### src/design/brf_pkg.sv
`default_nettype none
package brf_pkg;

	localparam int LANES = 8;
	localparam int CAP_W = 13;

	localparam logic [1:0] OP_WRITE = 2'd0;
	localparam logic [1:0] OP_READ  = 2'd1;
	localparam logic [1:0] OP_CLEAR = 2'd2;
	localparam logic [1:0] OP_SPARE = 2'd3;

	localparam logic ST_DONE    = 1'b0;
	localparam logic ST_BLOCKED = 1'b1;

	typedef struct packed {
		logic [1:0] operation;
		logic [3:0] burst_length;
		logic [7:0] wdata_0;
		logic [7:0] wdata_1;
		logic [7:0] wdata_2;
		logic [7:0] wdata_3;
		logic [7:0] wdata_4;
		logic [7:0] wdata_5;
		logic [7:0] wdata_6;
		logic [7:0] wdata_7;
	} in_item_t;

	typedef struct packed {
		logic             status;
		logic [7:0]       rdata_0;
		logic [7:0]       rdata_1;
		logic [7:0]       rdata_2;
		logic [7:0]       rdata_3;
		logic [7:0]       rdata_4;
		logic [7:0]       rdata_5;
		logic [7:0]       rdata_6;
		logic [7:0]       rdata_7;
		logic [CAP_W-1:0] fill_level;
		logic [CAP_W-1:0] free_space;
	} res_item_t;

	typedef enum logic [2:0] {
		FSM_IDLE,
		FSM_WRITE,
		FSM_READ,
		FSM_TAIL,
		FSM_RESP
	} fsm_t;

endpackage
`default_nettype wire

### src/design/brf_ctrl.sv
`default_nettype none
module brf_ctrl import brf_pkg::*; #(
	parameter int DEPTH       = 4096,
	parameter int BURST_LANES = 8,
	parameter int AW          = 12,
	parameter int CW          = 13
) (
	input  wire logic             clk,
	input  wire logic             arst_n,
	input  wire logic             start,
	output logic                  busy,
	input  wire in_item_t         item,
	output logic                  done,
	output res_item_t             result,
	input  wire logic             cfg_valid,
	output logic                  cfg_ready,
	input  wire logic [CAP_W-1:0] cfg_data,
	output logic                  ram_we,
	output logic      [AW-1:0]    ram_waddr,
	output logic      [7:0]       ram_wdata,
	output logic                  ram_re,
	output logic      [AW-1:0]    ram_raddr,
	input  wire logic [7:0]       ram_rdata
);

	localparam int SW      = (CW > CAP_W) ? CW : CAP_W;
	localparam int CAP_RAW = DEPTH % (1 << CAP_W);
	localparam int CAP_RST = (CAP_RAW == 0) ? 1 : CAP_RAW;

	fsm_t state_q, state_d;

	logic [CW-1:0] cap_q;
	logic [CW-1:0] fill_q;
	logic [AW-1:0] wr_ptr_q;
	logic [AW-1:0] rd_ptr_q;
	logic [3:0]    len_q;
	logic [2:0]    lane_q;
	logic          status_q;
	logic [7:0]    wdata_q [LANES];
	logic [7:0]    rdata_q [LANES];
	logic          rd_en_s1;
	logic [2:0]    rd_lane_s1;

	logic          accept;
	logic [3:0]    len;
	logic [SW-1:0] free_w;
	logic [SW-1:0] cap_clamp;
	logic [CW-1:0] wr_ptr_inc;
	logic [CW-1:0] rd_ptr_inc;
	logic          last_lane;
	logic          go_write;
	logic          go_read;
	logic          refuse;

	assign accept    = start && !busy;
	// capacity is taken only between commands
	assign cfg_ready = !busy && !start;
	assign len       = (item.burst_length > 4'(BURST_LANES)) ? 4'(BURST_LANES)
		: item.burst_length;
	assign free_w    = SW'(cap_q) - SW'(fill_q);
	assign last_lane = (lane_q == 3'(len_q - 4'd1));

	assign wr_ptr_inc = CW'(wr_ptr_q) + CW'(1);
	assign rd_ptr_inc = CW'(rd_ptr_q) + CW'(1);

	// zero acts as one slot, anything above the memory acts as the memory
	always_comb begin
		cap_clamp = SW'(cfg_data);
		if (cap_clamp == '0) begin
			cap_clamp = SW'(1);
		end else if (cap_clamp > SW'(DEPTH)) begin
			cap_clamp = SW'(DEPTH);
		end
	end

	always_comb begin
		go_write = 1'b0;
		go_read  = 1'b0;
		refuse   = 1'b0;
		if (len != 4'd0) begin
			case (item.operation)
				OP_WRITE: begin
					if (free_w < SW'(len)) refuse = 1'b1;
					else go_write = 1'b1;
				end
				OP_READ: begin
					if (SW'(fill_q) < SW'(len)) refuse = 1'b1;
					else go_read = 1'b1;
				end
				default: ;
			endcase
		end
	end

	always_ff @(posedge clk or negedge arst_n) begin
		if (!arst_n) begin
			state_q <= FSM_IDLE;
		end else begin
			state_q <= state_d;
		end
	end

	always_comb begin
		state_d   = state_q;
		busy      = 1'b1;
		done      = 1'b0;
		ram_we    = 1'b0;
		ram_re    = 1'b0;
		ram_waddr = wr_ptr_q;
		ram_raddr = rd_ptr_q;
		ram_wdata = wdata_q[lane_q];
		case (state_q)
			FSM_IDLE: begin
				busy = 1'b0;
				if (start) begin
					if (go_write) state_d = FSM_WRITE;
					else if (go_read) state_d = FSM_READ;
					else state_d = FSM_RESP;
				end
			end
			FSM_WRITE: begin
				ram_we = 1'b1;
				if (last_lane) state_d = FSM_RESP;
			end
			FSM_READ: begin
				ram_re = 1'b1;
				if (last_lane) state_d = FSM_TAIL;
			end
			FSM_TAIL: begin
				state_d = FSM_RESP;
			end
			FSM_RESP: begin
				done    = 1'b1;
				state_d = FSM_IDLE;
			end
			default: begin
				state_d = FSM_IDLE;
			end
		endcase
	end

	always_ff @(posedge clk or negedge arst_n) begin
		if (!arst_n) begin
			cap_q      <= CW'(CAP_RST);
			fill_q     <= '0;
			wr_ptr_q   <= '0;
			rd_ptr_q   <= '0;
			lane_q     <= '0;
			len_q      <= '0;
			rd_en_s1   <= 1'b0;
			rd_lane_s1 <= '0;
		end else begin
			rd_en_s1   <= ram_re;
			rd_lane_s1 <= lane_q;
			if (cfg_valid && cfg_ready) begin
				// new capacity drops whatever was counted as stored
				cap_q    <= CW'(cap_clamp);
				fill_q   <= '0;
				wr_ptr_q <= '0;
				rd_ptr_q <= '0;
			end else begin
				case (state_q)
					FSM_IDLE: begin
						lane_q <= '0;
						len_q  <= len;
						if (accept && item.operation == OP_CLEAR) begin
							fill_q   <= '0;
							wr_ptr_q <= '0;
							rd_ptr_q <= '0;
						end
					end
					FSM_WRITE: begin
						lane_q   <= lane_q + 3'd1;
						wr_ptr_q <= (wr_ptr_inc == cap_q) ? '0 : AW'(wr_ptr_inc);
						if (last_lane) fill_q <= fill_q + CW'(len_q);
					end
					FSM_READ: begin
						lane_q   <= lane_q + 3'd1;
						rd_ptr_q <= (rd_ptr_inc == cap_q) ? '0 : AW'(rd_ptr_inc);
					end
					FSM_TAIL: begin
						fill_q <= fill_q - CW'(len_q);
					end
					default: ;
				endcase
			end
		end
	end

	always_ff @(posedge clk) begin
		if (accept) begin
			status_q   <= refuse ? ST_BLOCKED : ST_DONE;
			wdata_q[0] <= item.wdata_0;
			wdata_q[1] <= item.wdata_1;
			wdata_q[2] <= item.wdata_2;
			wdata_q[3] <= item.wdata_3;
			wdata_q[4] <= item.wdata_4;
			wdata_q[5] <= item.wdata_5;
			wdata_q[6] <= item.wdata_6;
			wdata_q[7] <= item.wdata_7;
			for (int i = 0; i < LANES; i++) begin
				rdata_q[i] <= '0;
			end
		end else if (rd_en_s1) begin
			rdata_q[rd_lane_s1] <= ram_rdata;
		end
	end

	always_comb begin
		result.status     = status_q;
		result.rdata_0    = rdata_q[0];
		result.rdata_1    = rdata_q[1];
		result.rdata_2    = rdata_q[2];
		result.rdata_3    = rdata_q[3];
		result.rdata_4    = rdata_q[4];
		result.rdata_5    = rdata_q[5];
		result.rdata_6    = rdata_q[6];
		result.rdata_7    = rdata_q[7];
		result.fill_level = CAP_W'(fill_q);
		result.free_space = CAP_W'(cap_q - fill_q);
	end

endmodule
`default_nettype wire

### config.mk
export PLATFORM = sky130hd
export DESIGN_NAME = brf_ctrl
export DESIGN_NICKNAME = d
export VERILOG_FILES = /design/src/design/brf_pkg.sv /design/src/design/brf_ctrl.sv
export SDC_FILE = /design/constraint.sdc
export NUM_CORES = 1
export LEC_CHECK = 0
export BUFFER_PORTS_ARGS = -buffer_cell sky130_fd_sc_hd__buf_2
export CORE_ASPECT_RATIO = 1.4
export CORE_MARGIN = 1.5
export CORE_UTILIZATION = 50
export CTS_CLUSTER_SIZE = 12
export DETAILED_ROUTE_END_ITERATION = 16
export PLACE_DENSITY = 0.82
export SETUP_SLACK_MARGIN = 0.15
export SYNTH_ARGS = -nofsm -noshare
export SYNTH_HDL_FRONTEND = slang
export SYNTH_SLANG_ARGS = --single-unit
### constraint.sdc
create_clock -name clk -period 3.35 [get_ports clk]
set_input_delay 1.005 -clock clk [delete_from_list [all_inputs] [get_ports clk]]
set_output_delay 1.005 -clock clk [all_outputs]
set_load 0.01 [all_outputs]
# == Word level (Yosys, flattened, before mapping) ==
# Memories as Yosys holds them, arrays and structs flattened.
# Index checks and enable logic that the tools add are counted.
# totals
reg_bits,65
ram_bits,128
out_inout_bits,128
wordCells,103
n_memories,2
# mem_list
name,depth,width,read_ports,rd_ports_with_merged_regs,wr,line_no,text
rdata_q,8,8,8,0,8,brf_ctrl.sv:40,logic [7:0] rdata_q [LANES];
wdata_q,8,8,1,0,8,brf_ctrl.sv:39,logic [7:0] wdata_q [LANES];
# classes
addsub,7
order_cmp,4
eq_ne,14
muxes,44
bitwise,1
reduce_logical,21
# op_table
operator,n
$mux W13,5
$mux W12,5
$pmux W12 S2,2
$pmux W13 S3,1
$add A12 B1 Y13 const B,2
$eq A13 B13 Y1,2
$lt A13 B4 Y1,2
$mux W1,20
$mux W3,6
$add A13 B4 Y13,1
$gt A13 B13 Y1 const B,1
$logic_not A13 Y1,1
$sub A13 B13 Y13,1
$sub A13 B4 Y13,1
$pmux W3 S4,1
$mux W8,1
$reduce_and A2 Y1,4
$reduce_bool A4 Y1,2
$reduce_or A8 Y1,1
$eq A3 B2 Y1 const B,2
$ne A2 B2 Y1 const B,3
$pmux W3 S2,1
$reduce_and A3 Y1,2
$reduce_bool A3 Y1,2
19 further kinds,22

# == Depth between registers and ports, before layout ==
# Gate-level depths: netlist of run 1.
# depth
depth_word,10
ltp_mapped,15
ltp_nobuf,14

# == Least setup slack after synthesis of run 1 ==
# No wires, ideal clock.
# synth_path
path_kind,register to output
start,register lane_q[0]
end,output ram_wdata[0]
arrival_time_ns,2.198
slack_ns,0.147
path_stages_with_launch,5
path_buffers,2
path_cell_list,dfrtp_1 -> clkbuf_1 -> buf_1 -> mux4_2 -> mux2_2
# synth_via
elab_chain_cells,1
# synth_lines
element,line_no,text
start: declaration,brf_ctrl.sv:37,logic [2:0] lane_q;
start signal: assignment,brf_ctrl.sv:173,lane_q <= lane_q + 3'd1;
start signal: assignment,brf_ctrl.sv:178,lane_q <= lane_q + 3'd1;
$mem_v2 Z8 W8,-,
end: declaration,brf_ctrl.sv:20,"output logic [7:0] ram_wdata,"
# Every way passes these cells.

==> results of run 1 <==
==> synth_stat cells, drive strengths merged, types with 8 or more instances <==
| cell | instances |
|---|---|
| edfxtp | 129 |
| and2 | 68 |
| dfrtp | 63 |
| nand2 | 56 |
| o21ai | 42 |
| inv | 40 |
| nor2 | 38 |
| xnor2 | 38 |
| ha | 35 |
| a21oi | 29 |
| a31oi | 27 |
| nand3 | 21 |
| clkbuf | 19 |
| xor2 | 18 |
| nand2b | 17 |
| nor3 | 17 |
| mux4 | 16 |
| a22o | 15 |
| mux2 | 13 |
| nor4 | 10 |
| o21a | 9 |
| nand3b | 8 |
| nand4 | 8 |
| nor2b | 8 |
==> state kept, by name (all words and copies together) (netlist names) <==
register / cells
state_q: 3
len_q: 4
cap_q: 13
lane_q: 3
fill_q: 13
wdata_q: 64
rdata_q: 64
rd_en_s1: 1
ram_waddr: 12
status_q: 1
ram_raddr: 12
rd_lane_s1: 3
==> power by group through the flow <==
stage	clock, mW	combinational [mW]	sequential [mW]
2_1_floorplan	0	4.22	4.04
3_3_place_gp	0	6.67	3.92
3_5_place_dp	0	6.82	3.96
4_1_cts	2.06	7.45	3.91
5_1_grt	2.16	8.88	4.00
6_report	2.04	8.22	3.92
==> what timing repair did <==
action	in CTS	in global routing
resized for setup	24	22
setup buffers	7	7
endpoints found under the setup margin	10	14
pin swaps	12	13
==> metrics by stage <==
step	std cells	setup TNS, ns	total power [mW]	cell area (um^2)
2_1_floorplan	831	0	8.26	9960
3_3_place_gp	1320	0	10.6	11600
3_5_place_dp	1320	0	10.8	11600
4_1_cts	1359	-0.646	13.4	12400
5_1_grt	1367	-1.71	15.0	12600
6_report	1367	-0.839	14.2	12600
==> worst min path at each step <==
stage	to	start	cells past startpoint	slack, ns
floorplan	rd_lane_s1[1]	lane_q[1]	0	0.38
global placement	rd_lane_s1[1]	lane_q[1]	0	0.48
detailed placement	rd_lane_s1[1]	lane_q[1]	0	0.47
CTS	ram_raddr[8]	arst_n	1	0.48
global route	ram_raddr[8]	arst_n	1	0.51
finish	ram_raddr[8]	arst_n	1	0.48
==> per-layer routing <==
layer  global-route usage  routed length (um)  up-vias
met5                    0                  10        -
met4                0.145                1390        2
met3               0.0432                1750       87
met2                0.458               13600      365
met1                0.275                9240     3706
li1                     -                   -     3627
==> final cells by class <==
type	instances	area, um^2
multi-input combinational	572	4430
clock inverter	11	128
antenna	1	2.50
clock buffer	21	470
inverter	40	150
sequential	193	5480
fill	1461	6810
tap	248	310
timing repair buffer	281	1590
==> cells by family (layout without fill, tap and decap cells) <==
group	count (synthesis)	count (layout)	synth area share
and+or+nand+nor	271	271	0.147
DFF	193	193	0.550
AOI/OAI and AO/OA	170	170	0.118
buffers and inverters	66	353	0.0278
xor gates and xnor gates	56	56	0.0500
adders and majority gates	39	39	0.0500
muxes	36	36	0.0579
other	0	1	0
==> cells in the final DEF (no fill, tap or decap), types with 7 or more instances in the layout <==
master	instances
a21oi_1	28
a22o_1	15
a31oi_1	26
and2_1	68
buf_2	220
buf_4	55
clkbuf_16	17
dfrtp_1	62
edfxtp_1	129
ha_1	32
inv_1	35
mux2_2	11
mux2i_1	7
mux4_2	16
nand2_1	55
nand2b_1	17
nand3_1	19
nand3b_1	8
nand4_1	8
nor2_1	36
nor3_1	16
nor4_1	8
o21a_1	8
o21ai_0	35
xnor2_1	32
xor2_1	17
==> summary.txt, run 1 <==
Outcome
  – Outcome: finished with violations
  – Failing checks: negative setup slack

Yosys
  – Syn. warnings: 0
  – #FFs+latches synth: 193
  – Biggest area consumer among synthesized cells: edfxtp_1
  – Syn Inst Count: 831
  – Net Count, Synth: 963
  – Async S/R FF share, synth: 0.332
  – Mapped cell area: 0.00996 mm^2
  – Unique masters post-synth: 75
  – Most common flop cell mapped by yosys: edfxtp_1
  – Main area contributors after synthesis: edfxtp_1 39%, dfrtp_1 16%, ha_1 4.4%
  – Syn avg cell area: 12.0 um^2
  – Number of flops mapped to enable cells by yosys: 129
  – Seq/Total Area, Yosys: 0.550
  – Top-area cell type share of the netlist area: 0.389

Worst setup path
  – Critical Path Sink Type: primary output
  – Crit-path max FO: 4
  – Critical Path RT: 2.34 ns
  – Critical Path Max Stage Delay: 0.50 ns
  – CP dominant cell by count: a211oi_2
  – Class of the most critical setup path: flop to primary output
  – Setup crit end: result[10]
  – CP max-delay cell: dfrtp_1
  – Critical Path AT: 2.58 ns
  – Crit. path cell count: 7
  – Critical path's top delay family: compound AO/OA/AOI/OAI gates
  – Crit Reg-Reg Endpoint: status_q
  – Launch point of the worst path: cap_q[7]
  – CP Buf/Inv Count: 1
  – Reg2reg path depth: 14
  – RR Startpoint: fill_q[0]
  – Ordered list of cells on the worst path: ha_1 -> o21ai_0 -> and2_1 -> a211oi_2 -> a211oi_2 -> xnor2_2 -> buf_2
  – Reg2reg setup slack: 0.09 ns
  – Crit start category: flop

Timing
  – WHS: 0.483 ns
  – Final WS setup: -0.231 ns
  – Skew final: 0.00910 ns
  – RSZ-0062 raised after global routing: yes
  – Relative slew slack: 0.530
  – Min cycle time layout: 3.58 ns
  – Endpoints failing setup: 6
  – Worst-margin pin slew: 0.705 ns
  – Maximum clock rate: 0.279 GHz
  – Part of the cycle the worst path needs: 1.07
  – Max Slew Vio Count: 0
  – Final hold viol count: 0

Clock tree
  – Hold buffer count at cts: 0
  – CTS sink cnt: 193
  – Clock Path Buffers: 2
  – CTS tree: yes
  – Worst skew pair latency: 0.43 ns
  – Htree depth: 4
  – Root buf cell: clkbuf_16
  – Clock transition at the registers of the reported paths: 0.07 ns
  – CTS buffer count: 17

Placement
  – GPL Wtd Cong: 0.934
  – Post-placement worst setup slack: 0.0218 ns
  – DP Wirelength: 20.0 mm
  – I/O Buffers: 222

GRT
  – Largest net degree at the start of global routing: 66
  – Grt total ovfl: 0
  – First-pass GRT wire length: 39.9 mm
  – GRT Overall Usage: 0.253
  – Initial antenna violation count: 2
  – Vias in the first global route: 7828

Detailed routing
  – WL final: 26.0 mm
  – Routed Antenna Nets: 0
  – Remaining DRCs: 0
  – WL/cell: 19.0 um
  – 1st-iter DRT viols: 552
  – Drt pass-1 iters: 5
  – Vias: 7787
  – Drt via density: 5.70

Power
  – Psw: 5.80 mW
  – Flop pwr share: 0.276
  – Clock Power Share: 0.144
  – Pleak: 5.35 nW
  – Cell Pwr Density: 1130 mW/mm^2
  – Sw Ratio: 0.409
  – Comb pwr share: 0.580
  – Internal: 8.38 mW
  – Peak VDD IR: 0.000680 V

Floorplanning
  – Initial Util: 0.514
  – Die H: 170 um
  – # IOs: 223
  – Floorplan row count: 60
  – Core Box Area: 0.0194 mm^2
  – Die width: 122 um
  – Die area: 0.0208 mm^2

Finish
  – Layout cell share with drive strength beyond 1: 0.349
  – Area Overhead vs Synth: 26.0%
  – Nets: 1237
  – Finished Core Util: 0.648

Run
  – Max-cap violation count: 0

Min path
  – Hold Path Class: input pin to asynchronous set/reset pin
No activity file was read; power rests on OpenSTA's default activity.
==> run 2, diff against run 1 <==
==> constraint.sdc (replaced) <==
create_clock -name clk -period 3.35 [get_ports clk]
set_input_delay 0.67 -clock clk [delete_from_list [all_inputs] [get_ports clk]]
set_output_delay 0.67 -clock clk [all_outputs]
set_load 0.01 [all_outputs]
==> run 2 against run 1 <==
Net effect:
- the flow now finishes without violations
- worst setup slack improved by 0.33 ns
- total power down 6.4%
- die area did not move
- clock skew increased by 0.0030 ns
- clock power down 2%
- global-route usage is 0.22 points lower
- hold slack lost 0.44 ns
- register-to-register slack improved by 0.08 ns
- final area down 2.0%
- sequential power grew 2%
- non-clock buffer count decreased by 22
==> summary.txt, run 2 (synthesis gave the netlist of run 1 again) <==
Outcome
  – Outcome: finished clean

Worst setup path
  – Critical Path RT: 2.68 ns
  – Crit Reg-Reg Endpoint: status_q
  – Setup crit end: result[10]
  – Launch point of the worst path: cap_q[0]
  – CP max-delay cell: dfrtp_1
  – RR Startpoint: fill_q[1]
  – Reg2reg path depth: 10
  – Crit start category: flop
  – CP dominant cell by count: a211oi_2
  – Reg2reg setup slack: 0.17 ns
  – Class of the most critical setup path: flop to primary output
  – Critical Path Sink Type: primary output
  – Crit-path max FO: 4
  – CP Buf/Inv Count: 2
  – Critical path's top delay family: compound AO/OA/AOI/OAI gates
  – Critical Path Max Stage Delay: 0.39 ns
  – Critical Path AT: 2.58 ns
  – Crit. path cell count: 10
  – Ordered list of cells on the worst path: inv_2 -> ha_4 -> fa_2 -> nor2b_4 -> o21a_4 -> a311oi_4 -> a211oi_2 -> a211oi_2 -> xnor2_2 -> buf_4

Timing
  – Endpoints failing setup: 0
  – Max Slew Vio Count: 0
  – Final WS setup: 0.0997 ns
  – Maximum clock rate: 0.308 GHz
  – Part of the cycle the worst path needs: 0.970
  – Skew final: 0.0121 ns
  – Final hold viol count: 0
  – Min cycle time layout: 3.25 ns
  – Worst-margin pin slew: 1.08 ns
  – Relative slew slack: 0.272
  – RSZ-0062 raised after global routing: yes

Finish
  – Leading cell type in the layout, fill and taps excluded: buf_2
  – Finished Core Util: 0.635
  – Layout cell share with drive strength beyond 1: 0.337
  – Most frequent cells in the layout: 221 x buf_2, 129 x edfxtp_1, 68 x and2_1, 57 x dfrtp_1, 56 x nand2_1
  – Top Registers: rdata_q: 64 flops, wdata_q: 64 flops
  – Nets: 1215
  – Register cell area after layout: 0.00548 mm^2
  – Filler cell count: 1507
  – Multi-input logic area: 0.00437 mm^2
  – Area Overhead vs Synth: 23.5%

Clock tree
  – Hold buffer count at cts: 0
  – Clock transition at the registers of the reported paths: 0.07 ns
  – CTS buffer count: 17
  – Htree depth: 4
  – Root buf cell: clkbuf_16
  – Clock Path Buffers: 2
  – Worst skew pair latency: 0.44 ns
  – CTS sink cnt: 193
  – CTS tree: yes

GRT
  – Grt total ovfl: 0
  – GRT Overall Usage: 0.251
  – Largest net degree at the start of global routing: 66
  – Vias in the first global route: 7579
  – First-pass GRT wire length: 39.2 mm
  – Initial antenna violation count: 3

Floorplanning
  – Die width: 122 um
  – Initial Util: 0.514
  – Die H: 170 um
  – Core Box Area: 0.0194 mm^2
  – # IOs: 223
  – Die area: 0.0208 mm^2
  – Floorplan row count: 60

Power
  – Total power: 13.3 mW
  – Cell Pwr Density: 1080 mW/mm^2
  – Peak VDD IR: 0.000596 V
  – Pleak: 5.21 nW

Placement
  – DP Wirelength: 19.4 mm
  – GPL Wtd Cong: 0.948
  – Post-placement worst setup slack: 0.127 ns
  – I/O Buffers: 222

Detailed routing
  – M1 WL: 9.46 mm
  – Met2 WL post-DR: 13.5 mm
  – Vias: 7667
  – WL final: 25.7 mm
  – Drt pass-1 iters: 5
  – 1st-iter DRT viols: 521
  – WL/cell: 19.1 um
  – Drt via density: 5.69
  – WL met3: 1.70 mm
  – Routed Antenna Nets: 0
  – Remaining DRCs: 0
  – Uppermost layer routed: met5

Run
  – Max-cap violation count: 0

Min path
  – Hold Path Class: input pin to asynchronous set/reset pin
[run 2: cell count changes in the layout (fill, tap and decap cells not counted), sizes merged]
cell	delta
buf	-22
clkbuf	-4
inv	+4
clkinv	+2
diode	+2
bufinv	-1
clkinvlp	-1
[run 2: area by class of cell]
class | count | share of cell area
Antenna cell | 3 | 0.000610
Clock buffer | 17 | 0.0346
Clock inverter | 15 | 0.0122
Inverter | 40 | 0.0122
Multi-Input combinational cell | 572 | 0.355
Sequential cell | 193 | 0.446
Tap cell | 248 | 0.0252
Timing Repair Buffer | 259 | 0.114
[run 2: how the worst min path moves through the flow]
stage                          from            end  cells past startpoint
after floorplan              arst_n       cap_q[0]                      0
after global placement    lane_q[0]  rd_lane_s1[0]                      0
after detailed placement  lane_q[0]  rd_lane_s1[0]                      0
after CTS                    arst_n   ram_raddr[7]                      1
after global routing         arst_n   ram_raddr[7]                      1
final                        arst_n   ram_raddr[7]                      1
[run 2: through the flow]
step	area (um^2)	TNS [ns]	cells	hold WS (ns)
floorplan	9960	0	831	0.374
global placement	11400	0	1295	0.449
detailed placement	11400	0	1295	0.448
CTS	12100	0	1332	0.0328
global route	12300	-0.00783	1345	0.0381
finish	12300	0	1347	0.0414
[run 2: power breakdown]
| part | switching (mW) | internal (mW) |
|---|---|---|
| clock | 0.950 | 1.05 |
| sequential | 0.582 | 3.43 |
| combinational | 4.03 | 3.24 |
[run 2: metal layers]
metal  GRT usage  vias up
li1            -     3588
met1       0.265     3673
met2       0.454      336
met3      0.0640       68
met4       0.127        2
met5           0        -
[run 2: repair_timing]
item                       4_1_cts  5_1_grt
resized for setup               16       19
buffers inserted                 5       12
hold endpoints to repair         0        0
pin swaps                        6       10
setup endpoints to repair        7       13
[run 2: worst register-to-register path: cells and delay by family (launching register included)]
kind,cells,cell delay (ns)
buffers and inverters,2,0.30
AND/OR/NAND/NOR,2,0.68
AO/OA/AOI/OAI,3,0.75
XOR/XNOR,1,0.22
flip-flops,1,0.40
adder cells (fa/ha/maj),2,0.71
==> run 3, diff against run 2 <==
--- a/config.mk
+++ b/config.mk
@@ -7,7 +7,6 @@
 export LEC_CHECK = 0
 export BUFFER_PORTS_ARGS = -buffer_cell sky130_fd_sc_hd__buf_2
 export CORE_ASPECT_RATIO = 1.4
-export CORE_MARGIN = 1.5
 export CORE_UTILIZATION = 50
 export CTS_CLUSTER_SIZE = 12
 export DETAILED_ROUTE_END_ITERATION = 16
==> run 3 against run 2 <==
Net effect:
- clock power shrank 3%
- via count about the same
- count of clock-buffer cells in the layout increased by 4
- sequential share of layout area grew 0.23 points
- cell count decreased by 0.37%
- total power decreased by 1.2%
- global-route usage rose by 0.27 points
- register-to-register slack worse by 0.04 ns
- critical endpoint unchanged
- largest power group unchanged
==> summary.txt, run 3 (synthesis gave the netlist of run 1 again) <==
Outcome
  – Outcome: finished clean

Worst setup path
  – Crit start category: flop
  – Critical Path RT: 2.68 ns
  – Critical Path AT: 2.58 ns
  – Class of the most critical setup path: flop to primary output
  – Critical Path Sink Type: primary output
  – Crit-path max FO: 4

Finish
  – Top Registers: rdata_q: 64 flops, wdata_q: 64 flops
  – Most frequent cells in the layout: 220 x buf_2, 129 x edfxtp_1, 68 x and2_1, 57 x dfrtp_1, 56 x nand2_1
  – ANT cells: 0
  – Filler cell count: 1505
  – Leading cell type in the layout, fill and taps excluded: buf_2
  – Post-route cell area: 0.0122 mm^2
  – Nets: 1213
  – Layout cell share with drive strength beyond 1: 0.328
  – Area Overhead vs Synth: 22.8%

Power
  – Total power: 13.1 mW
  – Clock Power Share: 0.147
  – Comb pwr share: 0.547
  – Sw Ratio: 0.416
  – Pleak: 5.17 nW
  – Internal: 7.65 mW
  – Cell Pwr Density: 1070 mW/mm^2
  – Peak VDD IR: 0.000579 V
  – Psw: 5.46 mW
  – Flop pwr share: 0.306

Clock tree
  – CTS buffer count: 17
  – Clock transition at the registers of the reported paths: 0.07 ns
  – Worst skew pair latency: 0.43 ns
  – Root buf cell: clkbuf_16
  – CTS sink cnt: 193
  – Clock Path Buffers: 2
  – CTS tree: yes
  – Htree depth: 4
  – Hold buffer count at cts: 0

Floorplanning
  – # IOs: 223
  – Die H: 169 um
  – Floorplan row count: 60
  – Core Box Area: 0.0194 mm^2
  – Die area: 0.0205 mm^2
  – Initial Util: 0.514
  – Die width: 121 um

GRT
  – Largest net degree at the start of global routing: 66
  – Grt total ovfl: 0
  – GRT Overall Usage: 0.253
  – First-pass GRT wire length: 38.9 mm
  – Initial antenna violation count: 0
  – Vias in the first global route: 7521

Detailed routing
  – Vias: 7660
  – WL final: 25.6 mm
  – Routed Antenna Nets: 0
  – 1st-iter DRT viols: 493
  – Remaining DRCs: 0
  – Drt via density: 5.71
  – WL/cell: 19.1 um
  – Drt pass-1 iters: 5

Placement
  – DP Wirelength: 19.5 mm
  – I/O Buffers: 222
  – Cell Area, Placed: 0.0115 mm^2
  – GPL Wtd Cong: 0.920

Timing
  – Setup TNS Final: 0 ns
  – Relative slew slack: 0.241
  – RSZ-0062 raised after global routing: yes
  – Max Slew Vio Count: 0
  – Maximum clock rate: 0.308 GHz
  – Worst-margin pin slew: 1.13 ns
  – Final hold viol count: 0
  – Min cycle time layout: 3.25 ns
  – Endpoints failing setup: 0
  – Part of the cycle the worst path needs: 0.970
  – Skew final: 0.00876 ns

Run
  – Max-cap violation count: 0

Min path
  – Hold Path Class: input pin to flop
## run 3: changes by cell type in the layout (fill, tap and decap cells not counted), sizes merged
cell,change
buf,-2
clkinvlp,+1
clkbuf,+4
inv,-5
diode,-3
## run 3: critical path, stage by stage, from the launching register on
cell	delay, ns
dfrtp_1	0.39
inv_2	0.07
ha_4	0.13
fa_2	0.23
nor2b_4	0.05
o21a_4	0.20
a311oi_4	0.35
a211oi_2	0.13
a211oi_2	0.28
xnor2_2	0.15
buf_2	0.17
## run 3: power by group through the flow
| stage | Sequential, mW | Clock [mW] | Combinational (mW) |
|---|---|---|---|
| 2_1_floorplan | 4.04 | 0 | 4.22 |
| 3_3_place_gp | 4.01 | 0 | 6.33 |
| 3_5_place_dp | 4.05 | 0 | 6.44 |
| 4_1_cts | 4.00 | 1.96 | 6.83 |
| 5_1_grt | 4.08 | 2.05 | 7.77 |
| 6_report | 4.01 | 1.93 | 7.17 |
## run 3: repair_timing
item | in CTS | in global routing
pin swaps | 6 | 9
setup buffers | 7 | 2
setup endpoints to repair | 6 | 12
gates resized for setup | 15 | 18
## run 3: path summary, 6_finish.rpt
check	start	endpoint	slack, ns	cells past startpoint
max	cap_q[0]	result[10]	0.1	10
min	item[23]	wdata_q[5][7]	0.41	1
max reg2reg	fill_q[1]	status_q	0.13	10
min reg2reg	len_q[3]	len_q[3]	0.56	2
max in group asynchronous	arst_n	fill_q[5]	2.16	2
min in group asynchronous	arst_n	ram_waddr[9]	0.42	1
## run 3: metal layers
layer | global-route usage | part of all wire | up-vias
met5 | 0 | 0 | -
met4 | 0.127 | 0.043 | 0
met3 | 0.0580 | 0.063 | 67
met2 | 0.457 | 0.52 | 330
met1 | 0.275 | 0.37 | 3680
li1 | - | - | 3583
## run 3: layout make-up
cell class              instances  area, um^2  area share
clock inverters                11         106     0.00869
inverters                      40         150      0.0123
flip-flops and latches        193        5480       0.448
repair buffers                257        1390       0.114
multi-input cells             572        4340       0.355
clock buffers                  21         450      0.0368
well taps                     248         310      0.0254
## run 3: stage by stage
| stage | cells | util | hold slack, ns | worst slack, ns |
|---|---|---|---|---|
| after floorplan | 831 | - | 0.374 | 0.225 |
| after global placement | 1301 | 0.592 | 0.542 | 0.216 |
| after detailed placement | 1301 | 0.592 | 0.528 | 0.173 |
| after CTS | 1340 | 0.627 | 0.390 | 0.115 |
| after global routing | 1342 | 0.632 | 0.384 | 0.0251 |
| final | 1342 | 0.632 | 0.406 | 0.0995 |
